==> src/rtl/core/ltsp_pkg.sv <==
// ----------------------------------------------------------------------------
// Legacy transaction stream parser package
// Beat types, parse phases, error codes and the constants of the compact-size
// encoding shared by the front end, the queue and the parsing engine.
// ----------------------------------------------------------------------------
package ltsp_pkg;

   localparam int unsigned HASH_BYTES = 32;

   localparam logic [7:0]  PFX_TWO  = 8'hFD;
   localparam logic [7:0]  PFX_FOUR = 8'hFE;
   localparam logic [31:0] MAX32    = 32'hFFFF_FFFF;

   localparam logic [3:0] KIND_ERROR = 4'd12;

   localparam logic [1:0] ERR_NONE  = 2'd0;
   localparam logic [1:0] ERR_TRUNC = 2'd1;
   localparam logic [1:0] ERR_TRAIL = 2'd2;
   localparam logic [1:0] ERR_LARGE = 2'd3;

   typedef enum logic [3:0] {
      PH_VERSION  = 4'd0,
      PH_INCOUNT  = 4'd1,
      PH_HASH     = 4'd2,
      PH_OUTIDX   = 4'd3,
      PH_SIGLEN   = 4'd4,
      PH_SIGBYTE  = 4'd5,
      PH_SEQ      = 4'd6,
      PH_OUTCOUNT = 4'd7,
      PH_AMOUNT   = 4'd8,
      PH_PKLEN    = 4'd9,
      PH_PKBYTE   = 4'd10,
      PH_LOCK     = 4'd11,
      PH_DONE     = 4'd12
   } phase_type;

   typedef enum logic [1:0] {
      VS_DIRECT = 2'd0,
      VS_TWO    = 2'd1,
      VS_FOUR   = 2'd2,
      VS_EIGHT  = 2'd3
   } vsize_type;

   typedef struct packed {
      logic [7:0] in_byte;
      logic       frame_last;
   } req_type;

   typedef struct packed {
      logic [3:0]  field_kind;
      logic [63:0] field_value;
      logic [31:0] entry_index;
      logic [31:0] byte_index;
      logic        frame_end;
      logic        frame_ok;
      logic [1:0]  error_code;
   } rsp_type;

   typedef struct packed {
      logic [7:0] data;
      logic       last;
      vsize_type  vsize;
   } item_type;

endpackage

==> src/rtl/core/ltsp_front.sv <==
// ----------------------------------------------------------------------------
// Legacy transaction stream parser front end
// Accepts request beats while the queue has room and classifies each byte by
// the compact-size prefix it would form.
// ----------------------------------------------------------------------------
module ltsp_front (
   input  logic              req_valid,
   output logic              req_stall,
   input  ltsp_pkg::req_type req_payload,
   input  logic              queue_full,
   output logic              push,
   output ltsp_pkg::item_type push_item
);
   import ltsp_pkg::*;

   assign req_stall = queue_full;
   assign push      = req_valid && !queue_full;

   always_comb begin
      push_item.data = req_payload.in_byte;
      push_item.last = req_payload.frame_last;
      priority if (req_payload.in_byte < PFX_TWO) begin
         push_item.vsize = VS_DIRECT;
      end else if (req_payload.in_byte == PFX_TWO) begin
         push_item.vsize = VS_TWO;
      end else if (req_payload.in_byte == PFX_FOUR) begin
         push_item.vsize = VS_FOUR;
      end else begin
         push_item.vsize = VS_EIGHT;
      end
   end

endmodule

==> src/rtl/core/ltsp_queue.sv <==
// ----------------------------------------------------------------------------
// Legacy transaction stream parser queue
// A short first-in first-out queue of classified beats between the front end
// and the parsing engine.
// ----------------------------------------------------------------------------
module ltsp_queue #(
   parameter int unsigned DEPTH = 2
) (
   input  logic               clock,
   input  logic               reset,
   input  logic               push,
   input  ltsp_pkg::item_type push_item,
   output logic               full,
   output logic               head_valid,
   output ltsp_pkg::item_type head_item,
   input  logic               pop
);
   import ltsp_pkg::*;

   localparam int unsigned PTR_W = (DEPTH > 1) ? $clog2(DEPTH) : 1;
   localparam int unsigned CNT_W = $clog2(DEPTH + 1);

   item_type              entries_ff [DEPTH];
   logic [PTR_W-1:0]      wr_ptr_ff, wr_ptr_in;
   logic [PTR_W-1:0]      rd_ptr_ff, rd_ptr_in;
   logic [CNT_W-1:0]      count_ff, count_in;

   assign full       = (count_ff == CNT_W'(DEPTH));
   assign head_valid = (count_ff != '0);
   assign head_item  = entries_ff[rd_ptr_ff];

   always_comb begin
      wr_ptr_in = wr_ptr_ff;
      rd_ptr_in = rd_ptr_ff;
      count_in  = count_ff;
      if (push) begin
         wr_ptr_in = (wr_ptr_ff == PTR_W'(DEPTH - 1)) ? '0 : wr_ptr_ff + 1'b1;
      end
      if (pop) begin
         rd_ptr_in = (rd_ptr_ff == PTR_W'(DEPTH - 1)) ? '0 : rd_ptr_ff + 1'b1;
      end
      if (push && !pop) begin
         count_in = count_ff + 1'b1;
      end else if (pop && !push) begin
         count_in = count_ff - 1'b1;
      end
   end

   always_ff @(posedge clock) begin
      if (reset) begin
         wr_ptr_ff <= '0;
         rd_ptr_ff <= '0;
         count_ff  <= '0;
      end else begin
         wr_ptr_ff <= wr_ptr_in;
         rd_ptr_ff <= rd_ptr_in;
         count_ff  <= count_in;
      end
   end

   always_ff @(posedge clock) begin
      if (push) begin
         entries_ff[wr_ptr_ff] <= push_item;
      end
   end

`ifndef SYNTHESIS
   a_count_bound: assert property (@(posedge clock) disable iff (reset)
      count_ff <= CNT_W'(DEPTH))
      else $error("queue holds more beats than its depth");
   a_pointers_meet: assert property (@(posedge clock) disable iff (reset)
      (count_ff == '0) |-> (wr_ptr_ff == rd_ptr_ff))
      else $error("empty queue with pointers apart");
   a_no_push_when_full: assert property (@(posedge clock) disable iff (reset)
      full |-> !push)
      else $error("beat pushed into a full queue");
`endif

endmodule

==> src/rtl/core/ltsp_back.sv <==
// ----------------------------------------------------------------------------
// Legacy transaction stream parser engine
// Takes classified beats from the queue, steps the transaction parse state
// and holds each result in an output register until it is taken.
// ----------------------------------------------------------------------------
module ltsp_back (
   input  logic               clock,
   input  logic               reset,
   input  logic               head_valid,
   input  ltsp_pkg::item_type head_item,
   output logic               pop,
   output logic               rsp_valid,
   input  logic               rsp_stall,
   output ltsp_pkg::rsp_type  rsp_payload
);
   import ltsp_pkg::*;

   phase_type   phase_ff, phase_in;
   logic [3:0]  fbc_ff, fbc_in;
   logic [63:0] acc_ff, acc_in;
   logic [3:0]  vleft_ff, vleft_in;
   logic [31:0] eleft_ff, eleft_in;
   logic [31:0] ecnt_ff, ecnt_in;
   logic [31:0] sleft_ff, sleft_in;
   logic [31:0] scnt_ff, scnt_in;
   logic [1:0]  perr_ff, perr_in;
   logic        rsp_valid_ff, rsp_valid_in;
   rsp_type     rsp_ff, rsp_in;

   logic [63:0] acc_sh;
   logic [3:0]  fbc_inc;
   logic        fix_done;
   logic        v_done, v_large;
   logic [31:0] v_val;
   logic [63:0] v_acc;
   logic [3:0]  v_fbc, v_left;
   logic        have;
   logic [63:0] val;
   logic [31:0] ei, bi;
   logic        flag_large, flag_trail;
   logic        emit;
   logic [1:0]  code;
   logic [31:0] eleft_dec, sleft_dec;

   assign acc_sh    = acc_ff | (64'(head_item.data) << {fbc_ff[2:0], 3'b000});
   assign fbc_inc   = fbc_ff + 4'd1;
   assign fix_done  = (phase_ff == PH_AMOUNT) ? (fbc_inc >= 4'd8) : (fbc_inc >= 4'd4);
   assign eleft_dec = eleft_ff - 32'd1;
   assign sleft_dec = sleft_ff - 32'd1;

   // Compact-size step: a prefix byte either is the value or sets the length.
   always_comb begin
      v_done  = 1'b0;
      v_large = 1'b0;
      v_val   = {24'd0, head_item.data};
      v_acc   = acc_ff;
      v_fbc   = fbc_ff;
      v_left  = vleft_ff;
      if (vleft_ff == 4'd0) begin
         v_acc = '0;
         v_fbc = '0;
         unique case (head_item.vsize)
            VS_DIRECT: begin
               v_done = 1'b1;
               v_acc  = acc_ff;
               v_fbc  = fbc_ff;
            end
            VS_TWO:   v_left = 4'd2;
            VS_FOUR:  v_left = 4'd4;
            VS_EIGHT: v_left = 4'd8;
         endcase
      end else begin
         v_acc  = acc_sh;
         v_fbc  = fbc_inc;
         v_left = vleft_ff - 4'd1;
         if (v_left == 4'd0) begin
            v_done = 1'b1;
            v_acc  = '0;
            v_fbc  = '0;
            if (acc_sh[63:32] != 32'd0) begin
               v_val   = MAX32;
               v_large = 1'b1;
            end else begin
               v_val = acc_sh[31:0];
            end
         end
      end
   end

   always_comb begin
      phase_in   = phase_ff;
      fbc_in     = fbc_ff;
      acc_in     = acc_ff;
      vleft_in   = vleft_ff;
      eleft_in   = eleft_ff;
      ecnt_in    = ecnt_ff;
      sleft_in   = sleft_ff;
      scnt_in    = scnt_ff;
      have       = 1'b0;
      val        = '0;
      ei         = '0;
      bi         = '0;
      flag_large = 1'b0;
      flag_trail = 1'b0;
      unique case (phase_ff)
         PH_VERSION, PH_OUTIDX, PH_SEQ, PH_AMOUNT, PH_LOCK: begin
            if (phase_ff != PH_VERSION && phase_ff != PH_LOCK) begin
               ei = ecnt_ff;
            end
            val    = acc_sh;
            have   = fix_done;
            acc_in = fix_done ? '0 : acc_sh;
            fbc_in = fix_done ? '0 : fbc_inc;
            if (fix_done) begin
               unique case (phase_ff)
                  PH_VERSION: phase_in = PH_INCOUNT;
                  PH_OUTIDX:  phase_in = PH_SIGLEN;
                  PH_AMOUNT:  phase_in = PH_PKLEN;
                  PH_LOCK:    phase_in = PH_DONE;
                  default: begin
                     ecnt_in  = ecnt_ff + 32'd1;
                     eleft_in = eleft_dec;
                     scnt_in  = '0;
                     phase_in = (eleft_dec == 32'd0) ? PH_OUTCOUNT : PH_HASH;
                  end
               endcase
            end
         end
         PH_INCOUNT, PH_OUTCOUNT, PH_SIGLEN, PH_PKLEN: begin
            if (phase_ff == PH_SIGLEN || phase_ff == PH_PKLEN) begin
               ei = ecnt_ff;
            end
            acc_in     = v_acc;
            fbc_in     = v_fbc;
            vleft_in   = v_left;
            have       = v_done;
            val        = {32'd0, v_val};
            flag_large = v_large;
            if (v_done) begin
               scnt_in = '0;
               unique case (phase_ff)
                  PH_INCOUNT: begin
                     eleft_in = v_val;
                     ecnt_in  = '0;
                     phase_in = (v_val == 32'd0) ? PH_OUTCOUNT : PH_HASH;
                  end
                  PH_OUTCOUNT: begin
                     eleft_in = v_val;
                     ecnt_in  = '0;
                     phase_in = (v_val == 32'd0) ? PH_LOCK : PH_AMOUNT;
                  end
                  PH_SIGLEN: begin
                     sleft_in = v_val;
                     phase_in = (v_val == 32'd0) ? PH_SEQ : PH_SIGBYTE;
                  end
                  default: begin
                     sleft_in = v_val;
                     if (v_val == 32'd0) begin
                        ecnt_in  = ecnt_ff + 32'd1;
                        eleft_in = eleft_dec;
                        phase_in = (eleft_dec == 32'd0) ? PH_LOCK : PH_AMOUNT;
                     end else begin
                        phase_in = PH_PKBYTE;
                     end
                  end
               endcase
            end
         end
         PH_HASH: begin
            have = 1'b1;
            val  = {56'd0, head_item.data};
            ei   = ecnt_ff;
            bi   = scnt_ff;
            if (scnt_ff >= 32'(HASH_BYTES - 1)) begin
               scnt_in  = '0;
               phase_in = PH_OUTIDX;
            end else begin
               scnt_in = scnt_ff + 32'd1;
            end
         end
         PH_SIGBYTE, PH_PKBYTE: begin
            have     = 1'b1;
            val      = {56'd0, head_item.data};
            ei       = ecnt_ff;
            bi       = scnt_ff;
            scnt_in  = scnt_ff + 32'd1;
            sleft_in = sleft_dec;
            if (sleft_dec == 32'd0) begin
               if (phase_ff == PH_SIGBYTE) begin
                  phase_in = PH_SEQ;
               end else begin
                  ecnt_in  = ecnt_ff + 32'd1;
                  eleft_in = eleft_dec;
                  scnt_in  = '0;
                  phase_in = (eleft_dec == 32'd0) ? PH_LOCK : PH_AMOUNT;
               end
            end
         end
         default: begin
            phase_in   = PH_DONE;
            flag_trail = 1'b1;
         end
      endcase

      perr_in = perr_ff;
      if (perr_ff == ERR_NONE) begin
         priority if (flag_large) begin
            perr_in = ERR_LARGE;
         end else if (flag_trail) begin
            perr_in = ERR_TRAIL;
         end
      end

      code = perr_in;
      if (code == ERR_NONE && phase_in != PH_DONE) begin
         code = ERR_TRUNC;
      end

      emit = have || head_item.last;

      rsp_in.field_kind  = have ? phase_ff : KIND_ERROR;
      rsp_in.field_value = have ? val : '0;
      rsp_in.entry_index = have ? ei : '0;
      rsp_in.byte_index  = have ? bi : '0;
      rsp_in.frame_end   = head_item.last;
      rsp_in.frame_ok    = head_item.last && (code == ERR_NONE);
      rsp_in.error_code  = head_item.last ? code : ERR_NONE;

      if (head_item.last) begin
         phase_in = PH_VERSION;
         fbc_in   = '0;
         acc_in   = '0;
         vleft_in = '0;
         eleft_in = '0;
         ecnt_in  = '0;
         sleft_in = '0;
         scnt_in  = '0;
         perr_in  = ERR_NONE;
      end
   end

   assign pop = head_valid && (!rsp_valid_ff || !rsp_stall || !emit);

   always_comb begin
      rsp_valid_in = rsp_valid_ff && rsp_stall;
      if (pop && emit) begin
         rsp_valid_in = 1'b1;
      end
   end

   always_ff @(posedge clock) begin
      if (reset) begin
         phase_ff     <= PH_VERSION;
         fbc_ff       <= '0;
         acc_ff       <= '0;
         vleft_ff     <= '0;
         eleft_ff     <= '0;
         ecnt_ff      <= '0;
         sleft_ff     <= '0;
         scnt_ff      <= '0;
         perr_ff      <= ERR_NONE;
         rsp_valid_ff <= 1'b0;
      end else begin
         rsp_valid_ff <= rsp_valid_in;
         if (pop) begin
            phase_ff <= phase_in;
            fbc_ff   <= fbc_in;
            acc_ff   <= acc_in;
            vleft_ff <= vleft_in;
            eleft_ff <= eleft_in;
            ecnt_ff  <= ecnt_in;
            sleft_ff <= sleft_in;
            scnt_ff  <= scnt_in;
            perr_ff  <= perr_in;
         end
      end
   end

   always_ff @(posedge clock) begin
      if (pop && emit) begin
         rsp_ff <= rsp_in;
      end
   end

   assign rsp_valid   = rsp_valid_ff;
   assign rsp_payload = rsp_ff;

`ifndef SYNTHESIS
   a_status_only_at_end: assert property (@(posedge clock) disable iff (reset)
      (rsp_valid_ff && !rsp_ff.frame_end) |->
         (!rsp_ff.frame_ok && rsp_ff.error_code == ERR_NONE))
      else $error("frame status given on a beat that does not end the frame");
   a_ok_matches_code: assert property (@(posedge clock) disable iff (reset)
      (rsp_valid_ff && rsp_ff.frame_end) |->
         (rsp_ff.frame_ok == (rsp_ff.error_code == ERR_NONE)))
      else $error("frame ok disagrees with the error code");
   a_status_kind_ends_frame: assert property (@(posedge clock) disable iff (reset)
      (rsp_valid_ff && rsp_ff.field_kind == KIND_ERROR) |->
         (rsp_ff.frame_end && rsp_ff.field_value == '0))
      else $error("status-only result outside the end of a frame");
   a_restart_after_frame: assert property (@(posedge clock) disable iff (reset)
      (pop && head_item.last) |=> (phase_ff == PH_VERSION && perr_ff == ERR_NONE))
      else $error("parser did not restart after the end of a frame");
`endif

endmodule

==> src/rtl/core/legacy_tx_stream_parser.sv <==
// ----------------------------------------------------------------------------
// Legacy transaction stream parser
// Parses an unsigned legacy transaction one byte per beat and reports each
// field, each hash and script byte, and the frame status on the last byte.
// ----------------------------------------------------------------------------
// The parser takes one byte per clock cycle while the queue has room, and
// gives at most one result beat per byte. An accepted byte enters a queue of
// QUEUE_DEPTH beats; the parsing engine takes it from the head of the queue,
// steps its state machine and counters once for the byte and loads the
// output register, from which the result is taken. Bytes that complete no
// field and do not end the frame are absorbed even while a result waits to be
// taken; the input stalls only when the queue is full.
module legacy_tx_stream_parser #(
   parameter int unsigned QUEUE_DEPTH = 2
) (
   input  logic              clock,
   input  logic              reset,
   input  logic              req_valid,
   output logic              req_stall,
   input  ltsp_pkg::req_type req_payload,
   output logic              rsp_valid,
   input  logic              rsp_stall,
   output ltsp_pkg::rsp_type rsp_payload
);
   import ltsp_pkg::*;

   logic     queue_full;
   logic     push;
   item_type push_item;
   logic     head_valid;
   item_type head_item;
   logic     pop;

   ltsp_front u_front (
      .req_valid   (req_valid),
      .req_stall   (req_stall),
      .req_payload (req_payload),
      .queue_full  (queue_full),
      .push        (push),
      .push_item   (push_item)
   );

   ltsp_queue #(
      .DEPTH (QUEUE_DEPTH)
   ) u_queue (
      .clock      (clock),
      .reset      (reset),
      .push       (push),
      .push_item  (push_item),
      .full       (queue_full),
      .head_valid (head_valid),
      .head_item  (head_item),
      .pop        (pop)
   );

   ltsp_back u_back (
      .clock       (clock),
      .reset       (reset),
      .head_valid  (head_valid),
      .head_item   (head_item),
      .pop         (pop),
      .rsp_valid   (rsp_valid),
      .rsp_stall   (rsp_stall),
      .rsp_payload (rsp_payload)
   );

endmodule

==> config.mk <==
export PLATFORM = sky130hd
export DESIGN_NAME = legacy_tx_stream_parser
export DESIGN_NICKNAME = d
export VERILOG_FILES = /design/src/rtl/core/ltsp_pkg.sv /design/src/rtl/core/ltsp_front.sv /design/src/rtl/core/ltsp_queue.sv /design/src/rtl/core/ltsp_back.sv /design/src/rtl/core/legacy_tx_stream_parser.sv
export SDC_FILE = /design/constraint.sdc
export NUM_CORES = 1
export LEC_CHECK = 0
export BUFFER_PORTS_ARGS = -buffer_cell sky130_fd_sc_hd__buf_2
export CORE_ASPECT_RATIO = 0.7
export CORE_MARGIN = 2
export CORE_UTILIZATION = 50
export CTS_CLUSTER_DIAMETER = 150
export DETAILED_ROUTE_END_ITERATION = 16
export GPL_ROUTABILITY_DRIVEN = 0
export PLACE_DENSITY = 0.66
export SLEW_MARGIN = 20
export SYNTH_ARGS = -nofsm -noshare
export SYNTH_HDL_FRONTEND = slang
export SYNTH_SLANG_ARGS = --single-unit
==> constraint.sdc <==
create_clock -name clock -period 16.8 [get_ports clock]
set_input_delay 0.84 -clock clock [delete_from_list [all_inputs] [get_ports clock]]
set_output_delay 0.84 -clock clock [all_outputs]
set_load 0.1 [all_outputs]
==> impl_metrics.ini, run 1 <==
[placed_design]
io_buffer_count = 150
post_dp_cell_area_um2 = 19900
dp_hpwl_um = 38700
placed_cells = 2666

[critical_path]
cp_slowest_stage_delay_ns = 0.81
critPathCaptureType = flop
crit_chain = inv_1, o41ai_1, nand2_1, nand3_2, a32o_1, and3_1, nand3_2, nor2_1, a32o_1
r2r_slack_ns = 11.46
crit_buf_inv = 1
crit_path_max_fanout = 49
cp_data_arrival_time_ns = 5.83
crit_family = simple AND/OR/NAND/NOR gates
crit_slowest_cell = nor2_1
critPathKind = reg -> reg
worst_ep_required_time_ns = 17.29
worst_setup_path_start_kind = flop

[clocking]
path_clk_slew_ns = 0.07
clock-sinks = 370
cts_buffer_depth = 3
worstSkewPairLatency_ns = 0.57
ctsHoldBuffers = 0
ctsResizeCount = 0
cts_tree = yes
cts_root_buffer = clkbuf_16
post_cts_buffers = 0
cts_buffers = 37
htreeDepth = 2

[routing]
wl_per_cell_um = 20.3
vias = 17300
vias_per_cell = 6.34
first_pass_iters = 6
drt_iter0_markers = 2441
drtAntennaViolNets = 0
drc = 0
routed_wl_um = 55600

[run]
drv_cap = 0

[sta]
fin_crit_sh_pct = 31.8
drv_slew = 0
setup_tns_ns = 0
min_period_ns = 5.34
grt_setup_unrepaired = no
hold_violations = 0
fmax_mhz = 187
slew_headroom_pct = 28.0
setup_viol = 0
worst_slew_pin_slew_ns = 1.08
finClkSkew_ns = 0.0339

[synth]
ys_ff_latch = 370
syn_area_um2 = 18900
ys_seq_area_share_pct = 47.6
synthFlopType = dfxtp_1
synth-edff-count = 158
yosys_warnings = 0
ys_types = 89
postSynthCellCount = 2140
postSynthAreaPerCell_um2 = 8.82
async_flop_share_pct = 0
syn-num-nets = 2167

[hold_path]
hold_path_class = reg -> reg

[pwr]
power_per_cell_area_nw_per_um2 = 203
ir_worst_vdd_uv = 114
cellLeakagePower_nw = 7.33

[die]
core_um2 = 37200
io_pins = 151
die_y_um = 167
die_w_um = 236
die_area_um2 = 39300
rows = 59
initial_core_util_pct = 50.7

[layout]
area_growth_pct = 11.7
fin_cells = 2734
n_antenna_cell = 0
final_cell_mix = 269 x nor2_1, 269 x a21oi_1, 212 x dfxtp_1, 158 x edfxtp_1, 150 x buf_2
fin_area_um2 = 21100
drive_above_1_share_pct = 12.3
fill_cells = 3339
multi_input_area_um2 = 9170
nets = 2244
register_area_um2 = 8990

[outcome]
status = finished, final reports clean

[grt]
gr-usage-met1_pct = 41.8
grt_overflow = 0
grt_use_met3_pct = 5.04
track_usage_pct = 27.7
grt_pass1_vias = 15600
met2_usage_pct = 40.7
grt_pass1_wl_um = 87900
antenna_found_initial = 0
grt_max_degree = 84
busiest_layer = met1
==> worst register-to-register path: stages, from the launching register on <==
cell and delay [ns]:
dfxtp_1 0.66, inv_1 0.26, o41ai_1 0.50, nand2_1 0.28
nand3_2 0.77, a32o_1 0.71, and3_1 0.33, nand3_2 0.71
nor2_1 0.82, a32o_1 0.23
==> per-layer routing <==
metal  wire length (um)  vias to the layer above
met5                  0                        -
met4               1210                        0
met3               5640                       90
met2              23600                      862
met1              25100                     8264
li1                   -                     8108
==> report_power, final <==
part	total, mW	internal [mW]	switching, mW
Clock	0.816	0.461	0.355
Combinational	2.22	0.504	1.71
Sequential	1.26	1.14	0.114
Total	4.29	2.11	2.18
==> flip-flops by register name (all words and copies together), names as in the netlist, named ones only <==
| signal | count |
|---|---|
| u_back.rsp_payload | 136 |
| u_queue.entries_ff | 22 |
| u_queue.rd_ptr_ff | 1 |
| u_back.fbc_ff | 4 |
| u_back.ecnt_ff | 32 |
| u_queue.count_ff | 2 |
| u_back.rsp_valid | 1 |
| u_back.scnt_ff | 32 |
| u_queue.wr_ptr_ff | 1 |
| u_back.vleft_ff | 4 |
| u_back.perr_ff | 2 |
| u_back.phase_ff | 4 |
| u_back.acc_ff | 64 |
| u_back.sleft_ff | 32 |
| u_back.eleft_ff | 32 |
==> final timing paths <==
kind,startpoint,end,cells past startpoint
worst max-delay path,u_back.phase_ff[3],u_back.eleft_ff[16],9
worst min-delay path,u_back.acc_ff[20],u_back.acc_ff[20],2
worst max register to register,u_back.phase_ff[3],u_back.eleft_ff[16],9
worst min register to register,u_back.acc_ff[20],u_back.acc_ff[20],2
==> Yosys cell counts, types with 11 or more instances <==
cell / count / area (um2)
nand2b_1: 26 / 163
mux2i_1: 11 / 110
o31ai_1: 25 / 188
nand2_1: 141 / 529
a31oi_1: 26 / 163
dfxtp_1: 212 / 4240
inv_1: 42 / 158
ha_1: 14 / 175
nor3b_1: 13 / 97.6
nor4b_1: 12 / 105
clkbuf_1: 110 / 413
a21o_1: 22 / 165
xor2_1: 20 / 175
nor4_1: 51 / 319
and2_1: 43 / 269
or3_1: 24 / 150
edfxtp_1: 158 / 4740
nand4_1: 30 / 188
nand3_1: 48 / 240
nor2_1: 270 / 1010
nor3_1: 69 / 345
mux2_2: 11 / 124
or4_1: 23 / 173
o211ai_1: 18 / 135
and3_1: 30 / 188
o21ai_0: 136 / 681
xnor2_1: 22 / 193
nor2b_1: 36 / 225
buf_2: 11 / 55.1
o22ai_1: 26 / 163
buf_1: 15 / 56.3
a21oi_1: 271 / 1360
==> cells by family after synthesis <==
| kind of cell | Yosys count | share of synthesized area, % |
|---|---|---|
| compound gates | 643 | 20.8 |
| xor+xnor | 42 | 1.95 |
| fa+ha+maj | 14 | 0.928 |
| buf+inv | 186 | 3.97 |
| flops | 370 | 47.6 |
| mux | 22 | 1.24 |
| simple gates | 863 | 23.5 |
==> stage by stage <==
step / worst slack, ns / hold slack (ns) / util (%) / total power [mW]
floorplan: 6.60 / 0.438 / - / 3.04
global placement: 11.80 / 0.448 / 53.5 / 3.42
detailed placement: 11.65 / 0.455 / 53.5 / 3.44
CTS: 11.57 / 0.455 / 56.7 / 4.26
global route: 11.05 / 0.472 / 56.7 / 4.48
finish: 11.46 / 0.472 / 56.7 / 4.29
==> layout make-up <==
| type | count | area share, % |
|---|---|---|
| Multi-Input combinational cell | 1584 | 43.5 |
| Sequential cell | 370 | 42.6 |
| Clock buffer | 54 | 4.89 |
| Timing Repair Buffer | 180 | 4.63 |
| Tap cell | 488 | 2.90 |
| Inverter | 44 | 0.783 |
| Clock inverter | 14 | 0.677 |
Note: power is estimated with default switching activity, not from simulation.
==> run 2: changes to the inputs <==
Clock period 16.8 ns to 5.1 ns, I/O delays scaled along.
==> impl_metrics.ini, run 2 (synthesized netlist as in run 1, its figures left out) <==
[outcome]
status = finished, final reports clean

[critical_path]
reg2reg_depth = 9
cp_data_arrival_time_ns = 4.89
critPathCaptureType = flop
crit_chain = mux2_2, a21oi_1, nor4bb_1, a31oi_1, nor3_1, a21bo_2, and2_1, o2111ai_1, o41ai_1
worst_ep_required_time_ns = 5.51
crit_slowest_cell = dfxtp_1
crit_path_max_fanout = 24
critPathKind = reg -> reg
worst_setup_path_start_kind = flop
cp_slowest_stage_delay_ns = 0.92

[pwr]
pwr-share-comb_pct = 51.3
power_per_cell_area_nw_per_um2 = 674
switching_power_mw = 7.27
p_int_mw = 7.15
p_total_mw = 14.4
p_clk_share_pct = 19.7
pwr-share-seq_pct = 28.9
sw_frac_of_total_pct = 50.4
cellLeakagePower_nw = 7.47
ir_worst_vdd_uv = 664

[routing]
vias = 17600
vias_per_cell = 6.39
wl_met1_um = 25400
routed-wl-met2_um = 24200
drc = 0
drtAntennaViolNets = 0
first_pass_iters = 6
drt_iter0_markers = 2476
top_layer_used = met4
wl_per_cell_um = 20.8
routed_wl_um = 57200
route.met3.wl_um = 5860

[sta]
whs_ns = 0.0871
worst_slew_pin_slew_ns = 1.05
setup_viol = 0
setup_tns_ns = 0
min_period_ns = 4.48
hold_violations = 0
finClkSkew_ns = 0.0233
fmax_mhz = 223
fin_crit_sh_pct = 87.9
slew_headroom_pct = 29.8
drv_slew = 0
grt_setup_unrepaired = no

[layout]
final_core_util_pct = 57.5
n_antenna_cell = 0
drive_above_1_share_pct = 13.1
area_growth_pct = 13.3
final_cell_mix = 269 x nor2_1, 269 x a21oi_1, 212 x dfxtp_1, 158 x edfxtp_1, 150 x buf_2
nets = 2267
largest_reg_flops = 136
fin_area_um2 = 21400

[grt]
track_usage_pct = 28.2
grt_pass1_wl_um = 89500
grt_pass1_vias = 16000
antenna_found_initial = 0
grt_overflow = 0
grt_max_degree = 115

[clocking]
cts_buffer_depth = 3
cts_root_buffer = clkbuf_16
htreeDepth = 2
worstSkewPairLatency_ns = 0.55
clock-sinks = 370
ctsResizeCount = 0
cts_buffers = 38
cts_tree = yes
path_clk_slew_ns = 0.07

[hold_path]
worstHoldStart = rsp_stall
hold_depth = 3
hold_path_class = in -> reg

[die]
die_area_um2 = 39300
die_y_um = 167
die_w_um = 236
io_pins = 151
rows = 59
core_um2 = 37200
initial_core_util_pct = 50.7

[placed_design]
dp_hpwl_um = 39700
post_dp_cell_area_um2 = 20000
io_buffer_count = 150

[run]
drv_cap = 0
[run 2: worst paths after layout]
| check | to | slack (ns) |
|---|---|---|
| setup / recovery | u_back.ecnt_ff[24] | 0.62 |
| hold / removal | u_back.rsp_valid | 0.09 |
| setup reg to reg | u_back.ecnt_ff[24] | 0.62 |
| hold reg to reg | u_back.acc_ff[15] | 0.48 |
[run 2: what timing repair did]
item,4_1_cts,5_1_grt
endpoints found under the hold margin,18,0
hold buffers,9,0
setup buffers,0,0
[run 2: per-layer routing]
layer  track usage, %  vias to the layer above
met5                0                        -
met4             9.05                        0
met3             6.99                      123
met2             40.6                      894
met1             41.4                     8455
li1                 -                     8153
[run 2: power groups by stage]
stage               combinational (mW)  sequential (mW)  clock (mW)
floorplan                         3.30             6.66           0
finish                            7.40             4.17        2.85
CTS                               7.26             4.16        2.89
global route                      7.81             4.24        3.01
detailed placement                7.23             4.22           0
global placement                  7.15             4.20           0
[run 2: area by class of cell]
type                    instances  area (um2)
well taps                     488         611
multi-input cells            1584        9200
clock buffers                  57        1100
repair buffers                202        1180
inverters                      44         166
fillers                      3331       15800
flip-flops and latches        370        8990
clock inverters                12         146
[run 2: through the flow]
| stage | cells | setup slack, ns |
|---|---|---|
| 2_1_floorplan | 2140 | 0.0171 |
| 3_3_place_gp | 2679 | 0.943 |
| 3_5_place_dp | 2679 | 0.818 |
| 4_1_cts | 2757 | 0.774 |
| 5_1_grt | 2757 | 0.411 |
| 6_report | 2757 | 0.615 |
[run 2: worst max-delay path, delay by kind of cell, from the launching register on]
family | cells | cell delay [ns]
AOI/OAI and AO/OA | 5 | 1.86
and+or+nand+nor | 3 | 0.95
DFF | 1 | 0.92
muxes | 1 | 0.60
